**src/baudot_ita2_shift_transcoder_macros.svh**
```systemverilog
// Assertion macros used by the transcoder top module.
`ifndef BAUDOT_ITA2_SHIFT_TRANSCODER_MACROS_SVH
`define BAUDOT_ITA2_SHIFT_TRANSCODER_MACROS_SVH

// Implication checked in the same cycle, sampled on clock, off during reset.
`define ITA2ST_ASSERT_SAME(label, ante, cons, msg) \
   label: assert property (@(posedge clock) disable iff (reset) (ante) |-> (cons)) \
      else $error(msg);

// Implication checked in the cycle after the antecedent.
`define ITA2ST_ASSERT_NEXT(label, ante, cons, msg) \
   label: assert property (@(posedge clock) disable iff (reset) (ante) |=> (cons)) \
      else $error(msg);

`endif

```
**src/ita2st_pkg.sv**
```systemverilog
// Types, constants and code tables of the teleprinter transcoder.
package ita2st_pkg;

   localparam int CSR_IDX_W = 3;

   localparam logic [CSR_IDX_W-1:0] CSR_ITA2_MODE     = 3'd0;
   localparam logic [CSR_IDX_W-1:0] CSR_BIT6_MODE     = 3'd1;
   localparam logic [CSR_IDX_W-1:0] CSR_AVOID_NULL    = 3'd2;
   localparam logic [CSR_IDX_W-1:0] CSR_TABLE_VARIANT = 3'd3;
   localparam logic [CSR_IDX_W-1:0] CSR_UNKNOWN_ASCII = 3'd4;

   localparam logic [1:0] VARIANT_US   = 2'd0;
   localparam logic [1:0] VARIANT_INTL = 2'd1;
   localparam logic [1:0] VARIANT_ES   = 2'd2;

   localparam logic [7:0] CODE_FIGS      = 8'd27;
   localparam logic [7:0] CODE_LTRS      = 8'd31;
   localparam logic [7:0] CHAR_MASK      = 8'b00011111;
   localparam logic [7:0] ECHO_FIGS      = 8'h0f;
   localparam logic [7:0] ECHO_LTRS      = 8'h0e;
   localparam logic [7:0] CHAR_CR        = 8'h0d;
   localparam logic [7:0] CHAR_LF        = 8'h0a;
   localparam logic [7:0] CTRL_LAST      = 8'd31;
   localparam logic [7:0] LOWER_A        = 8'h61;
   localparam logic [7:0] LOWER_Z        = 8'h7a;
   localparam logic [7:0] CASE_OFFSET    = 8'd32;
   localparam logic [5:0] CODE_SPACE     = 6'd4;
   localparam logic [5:0] CODE_SPACE_FIG = 6'h24;
   localparam int         SHIFT_POS      = 5;

   localparam logic [7:0] CFG_RESET_UNKNOWN = 8'd63;

   typedef struct packed {
      logic       ita2_mode;
      logic       bit6_mode;
      logic       avoid_null;
      logic [1:0] table_variant;
      logic [7:0] unknown_ascii;
   } cfg_type;

   typedef struct packed {
      logic       cmd;
      logic [7:0] char_in;
      logic       test_only;
   } item_type;

   typedef struct packed {
      logic [7:0] code_out;
      logic       emit;
      logic       accepted;
      logic       printable;
      logic       shift_now;
      logic       last;
   } rsp_type;

   // Letters half, common to every variant.
   localparam logic [7:0] LTRS_HALF [0:31] = '{
      8'h00, 8'h45, 8'h0a, 8'h41, 8'h20, 8'h53, 8'h49, 8'h55,
      8'h0d, 8'h44, 8'h52, 8'h4a, 8'h4e, 8'h46, 8'h43, 8'h4b,
      8'h54, 8'h5a, 8'h4c, 8'h57, 8'h48, 8'h59, 8'h50, 8'h51,
      8'h4f, 8'h42, 8'h47, 8'h0f, 8'h4d, 8'h58, 8'h56, 8'h0e};

   localparam logic [7:0] FIGS_US [0:31] = '{
      8'h00, 8'h33, 8'h0a, 8'h2d, 8'h20, 8'h27, 8'h38, 8'h37,
      8'h0d, 8'h24, 8'h34, 8'h07, 8'h2c, 8'h21, 8'h3a, 8'h28,
      8'h35, 8'h22, 8'h29, 8'h32, 8'h23, 8'h36, 8'h30, 8'h31,
      8'h39, 8'h3f, 8'h26, 8'h0f, 8'h2e, 8'h2f, 8'h3b, 8'h0e};

   localparam logic [7:0] FIGS_INTL [0:31] = '{
      8'h00, 8'h33, 8'h0a, 8'h2d, 8'h20, 8'h27, 8'h38, 8'h37,
      8'h0d, 8'h05, 8'h34, 8'h07, 8'h2c, 8'h40, 8'h3a, 8'h28,
      8'h35, 8'h2b, 8'h29, 8'h32, 8'h24, 8'h36, 8'h30, 8'h31,
      8'h39, 8'h3f, 8'h2a, 8'h0f, 8'h2e, 8'h2f, 8'h3d, 8'h0e};

   localparam logic [7:0] FIGS_ES [0:31] = '{
      8'h00, 8'h33, 8'h0a, 8'h2d, 8'h20, 8'h27, 8'h38, 8'h37,
      8'h0d, 8'h05, 8'h34, 8'h07, 8'h2c, 8'h24, 8'h3a, 8'h28,
      8'h35, 8'h2b, 8'h29, 8'h32, 8'ha5, 8'h36, 8'h30, 8'h31,
      8'h39, 8'h3f, 8'h2a, 8'h0f, 8'h2e, 8'h2f, 8'h3d, 8'h0e};

   // Figures half entry; the unused variant code falls back to international.
   function automatic logic [7:0] figs_entry(input logic [1:0] variant,
                                             input logic [4:0] idx);
      logic [7:0] ch;
      unique case (variant)
         VARIANT_US: ch = FIGS_US[idx];
         VARIANT_ES: ch = FIGS_ES[idx];
         default:    ch = FIGS_INTL[idx];
      endcase
      return ch;
   endfunction

   function automatic logic [7:0] table_entry(input logic [1:0] variant,
                                              input logic [5:0] idx);
      logic [7:0] ch;
      if (idx[SHIFT_POS]) begin
         ch = figs_entry(variant, idx[4:0]);
      end else begin
         ch = LTRS_HALF[idx[4:0]];
      end
      return ch;
   endfunction

   // Reverse lookup. Entries are distinct within each half, so the match in
   // a half is one-hot and its index is an OR over the compares. The shift
   // decides which half wins when a character sits in both.
   function automatic logic [5:0] enc_index(input logic [7:0] ch_in,
                                            input logic [1:0] variant,
                                            input logic       figs);
      logic [7:0] ch;
      logic [4:0] lidx;
      logic [4:0] fidx;
      logic       lhit;
      logic       fhit;
      logic [5:0] idx;
      ch   = ch_in;
      lidx = '0;
      fidx = '0;
      lhit = 1'b0;
      fhit = 1'b0;
      if (ch >= LOWER_A && ch <= LOWER_Z) begin
         ch = ch - CASE_OFFSET;
      end
      for (int i = 0; i < 32; i++) begin
         if (LTRS_HALF[i] == ch) begin
            lidx = lidx | 5'(i);
            lhit = 1'b1;
         end
         if (figs_entry(variant, 5'(i)) == ch) begin
            fidx = fidx | 5'(i);
            fhit = 1'b1;
         end
      end
      if (figs) begin
         // A letters-half match at index zero is not taken in figures shift.
         if (fhit) begin
            idx = {1'b1, fidx};
         end else if (lhit && lidx != 5'd0) begin
            idx = {1'b0, lidx};
         end else begin
            idx = CODE_SPACE_FIG;
         end
      end else begin
         if (lhit) begin
            idx = {1'b0, lidx};
         end else if (fhit) begin
            idx = {1'b1, fidx};
         end else begin
            idx = CODE_SPACE;
         end
      end
      return idx;
   endfunction

endpackage

```
**src/ita2st_xlate.sv**
```systemverilog
// Translation logic for one result: encode pass or decode, with shift update.
module ita2st_xlate (
   input  ita2st_pkg::cfg_type  cfg,
   input  ita2st_pkg::item_type item,
   input  logic                 figs,
   input  logic                 second_pass,
   output ita2st_pkg::rsp_type  rsp,
   output logic                 figs_next
);
   import ita2st_pkg::*;

   logic [7:0] enc_v;
   logic       enc_adv;
   logic [7:0] dec_v;
   logic       dec_general;

   always_comb begin
      enc_v       = '0;
      enc_adv     = 1'b1;
      dec_v       = '0;
      dec_general = 1'b1;
      figs_next   = figs;
      rsp         = '0;
      rsp.accepted = 1'b1;
      rsp.last     = 1'b1;

      if (!item.cmd) begin
         if (cfg.ita2_mode) begin
            enc_v = {2'b00, enc_index(item.char_in, cfg.table_variant, figs)};
         end else begin
            enc_v = item.char_in;
         end
         if (cfg.bit6_mode) begin
            // A shift change goes out first; the character follows next pass.
            if (enc_v[SHIFT_POS]) begin
               if (!figs) begin
                  enc_v   = CODE_FIGS;
                  enc_adv = 1'b0;
               end
            end else if (figs) begin
               enc_v   = CODE_LTRS;
               enc_adv = 1'b0;
            end
         end else begin
            enc_v = enc_v & CHAR_MASK;
         end
         if (second_pass) begin
            enc_adv = 1'b1;
         end
         if (enc_v == CODE_LTRS) begin
            figs_next = 1'b0;
         end else if (enc_v == CODE_FIGS) begin
            figs_next = 1'b1;
         end
         rsp.code_out = enc_v;
         rsp.emit     = 1'b1;
         rsp.last     = enc_adv;
      end else begin
         if (cfg.ita2_mode) begin
            if (item.char_in == CODE_FIGS) begin
               figs_next    = 1'b1;
               rsp.code_out = ECHO_FIGS;
               dec_general  = 1'b0;
            end else if (item.char_in == CODE_LTRS) begin
               figs_next    = 1'b0;
               rsp.code_out = ECHO_LTRS;
               dec_general  = 1'b0;
            end else if (item.char_in[7:6] != 2'b00) begin
               if (cfg.avoid_null) begin
                  dec_general = 1'b0;
               end else begin
                  dec_v = cfg.unknown_ascii;
               end
            end else begin
               dec_v = table_entry(cfg.table_variant,
                                   {item.char_in[5] | figs, item.char_in[4:0]});
            end
         end else begin
            dec_v = item.char_in;
         end
         if (dec_general) begin
            rsp.code_out = dec_v;
            if (dec_v != 8'd0 || !cfg.avoid_null) begin
               rsp.printable = (dec_v > CTRL_LAST) || (dec_v == CHAR_CR) ||
                               (dec_v == CHAR_LF);
               rsp.emit      = !item.test_only;
            end else begin
               rsp.accepted = 1'b0;
            end
         end
      end
      rsp.shift_now = figs_next;
   end

endmodule

```
**src/baudot_ita2_shift_transcoder.sv**
```systemverilog
// A request is held in the input register and its result is presented from the
// output register. Throughput: one result per cycle through the single
// translation path while the output is free; an encode that first needs a FIGS
// or LTRS code holds its request for a second pass that yields the character.
// Reset (synchronous): shift is letters, both registers empty, CSRs at defaults.
`include "baudot_ita2_shift_transcoder_macros.svh"

module baudot_ita2_shift_transcoder (
   input  logic                             clock,
   input  logic                             reset,
   input  logic                             req_valid,
   output logic                             req_ready,
   input  logic                             req_cmd,
   input  logic [7:0]                       req_char_in,
   input  logic                             req_test_only,
   output logic                             rsp_valid,
   input  logic                             rsp_ready,
   output logic [7:0]                       rsp_code_out,
   output logic                             rsp_emit,
   output logic                             rsp_accepted,
   output logic                             rsp_printable,
   output logic                             rsp_shift_now,
   output logic                             rsp_last,
   input  logic                             csr_valid,
   output logic                             csr_ready,
   input  logic [ita2st_pkg::CSR_IDX_W-1:0] csr_index,
   input  logic [7:0]                       csr_data
);
   import ita2st_pkg::*;

   cfg_type  cfg_ff, cfg_in;
   logic     fs_ff, fs_in;
   logic     in_valid_ff, in_valid_in;
   item_type item_ff, item_in;
   logic     pass_ff, pass_in;
   logic     rsp_valid_ff, rsp_valid_in;
   rsp_type  rsp_ff, rsp_in;

   rsp_type  xl_rsp;
   logic     xl_figs_next;
   logic     out_free;
   logic     fire;
   logic     req_take;

   ita2st_xlate u_xlate (
      .cfg         (cfg_ff),
      .item        (item_ff),
      .figs        (fs_ff),
      .second_pass (pass_ff),
      .rsp         (xl_rsp),
      .figs_next   (xl_figs_next)
   );

   assign out_free  = !rsp_valid_ff || rsp_ready;
   assign fire      = in_valid_ff && out_free;
   assign req_ready = !in_valid_ff || (fire && xl_rsp.last);
   assign req_take  = req_valid && req_ready;
   assign csr_ready = 1'b1;

   always_comb begin
      cfg_in = cfg_ff;
      if (csr_valid) begin
         unique case (csr_index)
            CSR_ITA2_MODE:     cfg_in.ita2_mode     = csr_data[0];
            CSR_BIT6_MODE:     cfg_in.bit6_mode     = csr_data[0];
            CSR_AVOID_NULL:    cfg_in.avoid_null    = csr_data[0];
            CSR_TABLE_VARIANT: cfg_in.table_variant = csr_data[1:0];
            CSR_UNKNOWN_ASCII: cfg_in.unknown_ascii = csr_data;
            default:           cfg_in = cfg_ff;
         endcase
      end
   end

   always_comb begin
      in_valid_in = in_valid_ff;
      item_in     = item_ff;
      pass_in     = pass_ff;
      if (req_take) begin
         in_valid_in = 1'b1;
         item_in     = '{cmd: req_cmd, char_in: req_char_in, test_only: req_test_only};
         pass_in     = 1'b0;
      end else if (fire) begin
         // A shift code leaves the request in place for its character pass.
         in_valid_in = !xl_rsp.last;
         pass_in     = !xl_rsp.last;
      end

      rsp_in       = rsp_ff;
      rsp_valid_in = rsp_valid_ff && !rsp_ready;
      fs_in        = fs_ff;
      if (fire) begin
         rsp_in       = xl_rsp;
         rsp_valid_in = 1'b1;
         fs_in        = xl_figs_next;
      end
   end

   always_ff @(posedge clock) begin
      if (reset) begin
         cfg_ff       <= '{ita2_mode: 1'b1, bit6_mode: 1'b0, avoid_null: 1'b0,
                           table_variant: VARIANT_INTL, unknown_ascii: CFG_RESET_UNKNOWN};
         fs_ff        <= 1'b0;
         in_valid_ff  <= 1'b0;
         pass_ff      <= 1'b0;
         rsp_valid_ff <= 1'b0;
      end else begin
         cfg_ff       <= cfg_in;
         fs_ff        <= fs_in;
         in_valid_ff  <= in_valid_in;
         pass_ff      <= pass_in;
         rsp_valid_ff <= rsp_valid_in;
      end
   end

   always_ff @(posedge clock) begin
      item_ff <= item_in;
      rsp_ff  <= rsp_in;
   end

   assign rsp_valid     = rsp_valid_ff;
   assign rsp_code_out  = rsp_ff.code_out;
   assign rsp_emit      = rsp_ff.emit;
   assign rsp_accepted  = rsp_ff.accepted;
   assign rsp_printable = rsp_ff.printable;
   assign rsp_shift_now = rsp_ff.shift_now;
   assign rsp_last      = rsp_ff.last;

   `ITA2ST_ASSERT_SAME(a_first_is_shift, rsp_valid_ff && !rsp_ff.last,
      rsp_ff.code_out == CODE_FIGS || rsp_ff.code_out == CODE_LTRS,
      "non-final result is not a shift code")
   `ITA2ST_ASSERT_NEXT(a_second_follows, rsp_valid_ff && rsp_ready && !rsp_ff.last,
      rsp_valid_ff, "character result did not follow its shift code")
   `ITA2ST_ASSERT_SAME(a_emit_accepted, rsp_valid_ff && rsp_ff.emit,
      rsp_ff.accepted, "emitted result not marked accepted")
   `ITA2ST_ASSERT_SAME(a_shift_tracks, rsp_valid_ff, rsp_ff.shift_now == fs_ff,
      "presented shift flag differs from shift state")

endmodule
```
**config.mk**
```make
export PLATFORM = sky130hd
export DESIGN_NAME = baudot_ita2_shift_transcoder
export DESIGN_NICKNAME = d
export VERILOG_FILES = /design/src/ita2st_pkg.sv /design/src/ita2st_xlate.sv /design/src/baudot_ita2_shift_transcoder.sv
export VERILOG_INCLUDE_DIRS = /design/src /design/src/src
export SDC_FILE = /design/constraint.sdc
export NUM_CORES = 1
export LEC_CHECK = 0
export ABC_AREA = 1
export BUFFER_PORTS_ARGS = -buffer_cell sky130_fd_sc_hd__buf_2
export CAP_MARGIN = 0
export CELL_PAD_IN_SITES_DETAIL_PLACEMENT = 0
export CELL_PAD_IN_SITES_GLOBAL_PLACEMENT = 2
export CORE_MARGIN = 1.5
export CORE_UTILIZATION = 33
export CTS_CLUSTER_DIAMETER = 150
export CTS_CLUSTER_SIZE = 40
export DETAILED_ROUTE_END_ITERATION = 12
export PLACE_DENSITY = 0.94
export SYNTH_ARGS = -nofsm -noshare
export SYNTH_HDL_FRONTEND = slang
export SYNTH_SLANG_ARGS = --single-unit
```
**constraint.sdc**
```tcl
create_clock -name clock -period 5.02 [get_ports clock]
set_input_delay 0.502 -clock clock [delete_from_list [all_inputs] [get_ports clock]]
set_output_delay 0.502 -clock clock [all_outputs]
set_load 0.01 [all_outputs]
```
==> Word level (Yosys, flattened, before mapping) <==
Memories as Yosys holds them, arrays and structs flattened.
Index checks and enable logic that the tools add are counted.
{ "totals": {"reg_bits": 40, "mem_bits_ro": 1024, "wordCells": 754, "n_memories": 4} }
{ "classes": {"add_sub_neg": 1, "order_cmp": 4, "eq_ne": 79, "n_mux": 616, "bitwise_logic": 2, "n_reduce_logical": 30} }
{ "memory_table": {"columns": ["memory", "depth", "word_bits", "rd", "rd_ports_with_merged_regs", "wr", "line_no", "text"], "rows": [
  ["(no name shown)", 32, 8, 1, 0, 0, "ita2st_pkg.sv:86", "VARIANT_US: ch = FIGS_US[idx];"],
  ["(no name shown)", 32, 8, 1, 0, 0, "ita2st_pkg.sv:87", "VARIANT_ES: ch = FIGS_ES[idx];"],
  ["(no name shown)", 32, 8, 1, 0, 0, "ita2st_pkg.sv:88", "default: ch = FIGS_INTL[idx];"],
  ["(no name shown)", 32, 8, 1, 0, 0, "ita2st_pkg.sv:99", "ch = LTRS_HALF[idx[4:0]];"]
]} }
{ "ops": {"columns": ["cell", "count"], "rows": [
  ["$mux 8", 132],
  ["$mux 5", 158],
  ["$mux 1", 264],
  ["$eq 8x8->1", 32],
  ["$eq 7x8->1 const A", 26],
  ["$mux 6", 22],
  ["$mux 4", 19],
  ["$eq 4x8->1 const A", 4],
  ["$eq 8x5->1 const B", 4],
  ["$pmux 8 s2", 2],
  ["$mux 3", 9],
  ["$mux 11", 2],
  ["$eq 8x4->1 const B", 2],
  ["$pmux 7 s2", 1],
  ["$mux 2", 6],
  ["$ne 2x1->1 const B", 5],
  ["$reduce_and 2->1", 5],
  ["$mux 9", 1],
  ["$eq 6x8->1 const A", 1],
  ["$ge 8x7->1 const B", 1],
  ["$gt 8x5->1 const B", 1],
  ["$le 8x7->1 const B", 1],
  ["$logic_not 8->1", 1],
  ["$reduce_bool 8->1", 1],
  ["16 further kinds", 32]
]} }

==> Depth between registers and ports, before layout <==
{ "depth": {"depth_word": 133, "ltp_mapped": 33, "depth_no_buf": 32} }

==> Cells and area by module <==
From an unflattened synthesis, not the netlist that was laid out.
{ "hier_totals": {"hier_cells": 741, "hier_area_um2": 4555.6} }
{ "modules_own_cells": {"columns": ["module", "n_inst", "cells_each", "area_per_inst_um2"], "rows": [
  ["ita2st_xlate", 1, 615, 3128.0],
  ["baudot_ita2_shift_transcoder", 1, 126, 1427.6]
]} }

==> Least setup slack after synthesis <==
No wires, ideal clock.
{ "synth_path": {"kind": "register -> register", "startpoint": "register item_ff[2] in the netlist's numbering", "endpoint": "register item_ff[0] in the netlist's numbering, enable pin", "setup_time_ns": 0.377, "t_arrival_ns": 3.596, "t_required_ns": 4.643, "path_slack_ns": 1.047, "path_stages_with_launch": 26, "synth_period_minus_slack_ns": 3.973, "path_cell_list": "edfxtp_1 clkinv_1 ha_1 nor2_1 nand3_1 nand2_1 clkinv_2 nand2_4 nand2_4 inv_6 nor2_8 buf_6 nand3_1 nand4_1 nor2_1 nand3_2 nand2_2 nand3_2 nand2_2 inv_1 ha_1 nand4_1 nand2_1 inv_1 nor2_1 nor2_1"} }
{ "synth_rtl": {"columns": ["item", "line_no", "text"], "rows": [
  ["start: declaration", "baudot_ita2_shift_transcoder.sv:34", "item_type item_ff, item_in;"],
  ["start signal: assignment", "baudot_ita2_shift_transcoder.sv:116", "item_ff <= item_in;"]
]} }

==> impl_metrics.tcl <==
set metrics [dict create \
    worstPathArrival_ns 4.10 \
    htreeDepth 2 \
    cap_violations 0 \
    clockRootBuffer "clkbuf_16" \
    ir_drop_mv 0.183 \
    synth.area.top_cells "edfxtp_1, nand2_1, nand3_1" \
    seq_area_um2 1030 \
    clkLatencyLatePin_ns 0.28 \
    start_kind "flop" \
    fin_crit_sh_pct 91.7 \
    grt_pass1_vias 4761 \
    finalHoldViolCount 0 \
    drc 0 \
    grt_max_degree 26 \
    syn_nets 733 \
    maxSlewHeadroom_pct 51.8 \
    nets 774 \
    grt_pass1_wl_mm 24.5 \
    dp_hpwl_mm 11.9 \
    async_flop_share_pct 0 \
    hold_class "in2reg" \
    yosysUniqueCellTypes 51 \
    cp-end-kind "primary output" \
    diodes 0 \
    vias 5018 \
    nFillCells 1409 \
    multi_input_area_um2 2780 \
    synth_edf_count 23 \
    tns_ns 0 \
    area.growth.synth_to_final_pct 13.9 \
    final_util_pct 38.6 \
    place_inst 899 \
    place_congestion 0.985 \
    drt_first_pass_iters 5 \
    finalSetupViolCount 0 \
    die_h_um 117 \
    clkTransAtPathRegs_ns 0.06 \
    initial_core_util_pct 33.9 \
    synth-seq-cells 40 \
    leakagePower_nw 2.36 \
    die_x_um 117 \
    die_area_um2 13700 \
    fmax_mhz 217 \
    synthTopCellsByCount "nand2_1, nor2_1, nand3_1, inv_1, o21ai_0" \
    row_count 41 \
    post_drt_wl_per_cell_um 16.5 \
    ys_warn_count 0 \
    period_needed_ns 4.61 \
    status "complete, no violations" \
    synth_area_um2 4300 \
    fp.coreArea_um2 12700 \
    grt_setup_unrepaired "no" \
    crit_slowest_cell "edfxtp_1" \
    clkSinkCount 40 \
    synth.most_common_cell "nand2_1" \
    cp_max_fo 21 \
    hold-worst-slack_ns 0.390 \
    drtAntennaViolNets 0 \
    io_buffers 40 \
    cts_tree "yes" \
    antenna_found_initial 0 \
    avgViaCountPerCell 5.50 \
    final_max_slew_viol_count 0 \
    grt_overflow 0 \
    slowest_delay_ns 0.39 \
    drt_iter0_markers 648 \
    cts_buffers 5 \
    wirelength_mm 15.0 \
    io_pins 42 \
    yosysSeqAreaShare_pct 24.0 \
    path_class "reg2out" \
    critPathRequiredTime_ns 4.52 \
    powerDensity_nw_per_um2 223 \
    tightestPinTransition_ns 0.720 \
    final_layout_size_suffix_gt1_share_pct 15.4 \
    crit_top_cell "nand2_2" \
    ctsLongestPathBuffers 2 \
    synthCells 698 \
    grt_usage_pct 22.9 \
    final_cell_count_no_fill 912 \
    synth_top_area_share_pct 16.1 \
    synthFlopType "edfxtp_1" \
    fin_ws_ns 0.414 \
    pre_cts_ws_ns 0.599 \
    clock_skew_ns 0.00479 \
    synth_top_area_cell "edfxtp_1" \
    syn_area_per_cell_um2 6.15 \
]
-- registers in the layout, indices dropped and copies added (netlist names) --
register	count
in_valid_ff	1
rsp_valid	1
rsp_shift_now	1
rsp_printable	1
rsp_accepted	1
cfg_ff	13
rsp_last	1
pass_ff	1
rsp_emit	1
item_ff	10
fs_ff	1
rsp_code_out	8
-- cell type report --
class | count | share of cell area [%]
Sequential cell | 40 | 21.1
Tap cell | 172 | 4.40
Timing Repair Buffer | 58 | 6.86
Clock inverter | 2 | 0.793
Multi-Input combinational cell | 543 | 56.8
Clock buffer | 6 | 2.84
Inverter | 91 | 7.19
-- timing repair --
item | CTS | global route
buffers inserted | 0 | 4
gates resized for setup | 0 | 1
endpoints found under the setup margin | 0 | 1
hold buffers | 0 | 0
-- cell usage in the layout (no fill, tap or decap), types with 2 or more instances in the layout --
master and instances:
nand2_2 9, ha_1 9, a41oi_1 2, nand3b_1 2
nand3_2 12, nor3_1 13, nor4_1 7, o211ai_1 5
inv_1 79, a2111oi_0 3, buf_4 18, a221oi_1 3
a21oi_1 31, a211oi_1 2, o31ai_1 5, o22ai_1 2
nor2_1 109, a32oi_1 2, o311ai_0 3, nand2_4 4
a31oi_1 8, nand3_1 90, nor2_4 3, o21ai_0 37
o2111ai_1 3, o221ai_1 2, dfxtp_1 17, edfxtp_1 23
nor2_2 7, a22oi_1 2, nand2_1 149, clkbuf_16 5
buf_2 40, clkinv_1 3, inv_2 6, nand4_1 7
a221o_1 2
-- metal layers --
| layer | up-vias | wire length (um) | GRT usage (%) |
|---|---|---|---|
| li1 | 2431 | - | - |
| met1 | 2286 | 6900 | 32.7 |
| met2 | 254 | 6620 | 35.6 |
| met3 | 47 | 994 | 2.11 |
| met4 | 0 | 524 | 9.16 |
| met5 | - | 0 | 0 |
-- final timing paths --
kind                    from          to  slack, ns  cells after the start
setup / recovery  item_ff[1]   req_ready       0.41                     28
hold / removal       req_cmd  item_ff[9]       0.39                      1
hold reg to reg    cfg_ff[2]   cfg_ff[2]       0.48                      2
setup reg to reg  item_ff[1]  item_ff[3]       0.70                     28
-- power by group --
group | internal, W | switching, W
Sequential | 0.000369 | 0.0000153
Clock | 0.000249 | 0.000127
Combinational | 0.000103 | 0.000227
Total | 0.000721 | 0.000369
-- worst max-delay path: cells and delay by family, from the launching register on --
kind	cells	cell delay, ns
simple gates	17	1.73
compound gates	1	0.19
buf+inv	8	0.96
flops	1	0.39
fa+ha+maj	2	0.53
-- cells by family (layout without fill, tap and decap cells) --
family          Yosys count  after routing  share of synthesized area, %
simple gates            416            417                          45.2
flops                    40             40                          24.0
other cells               1              1                        0.0873
fa+ha+maj                 9              9                          2.62
xor+xnor                  1              1                         0.204
buf+inv                 116            157                          11.4
compound gates          115            115                          16.5
-- metrics by stage --
stage | instance area [um2] | power [W]
finish | 4890 | 0.00109
global route | 4890 | 0.00115
CTS | 4850 | 0.00108
detailed placement | 4670 | 0.000710
global placement | 4670 | 0.000711
floorplan | 4300 | 0.000616
(Power assumes the default switching activity.)
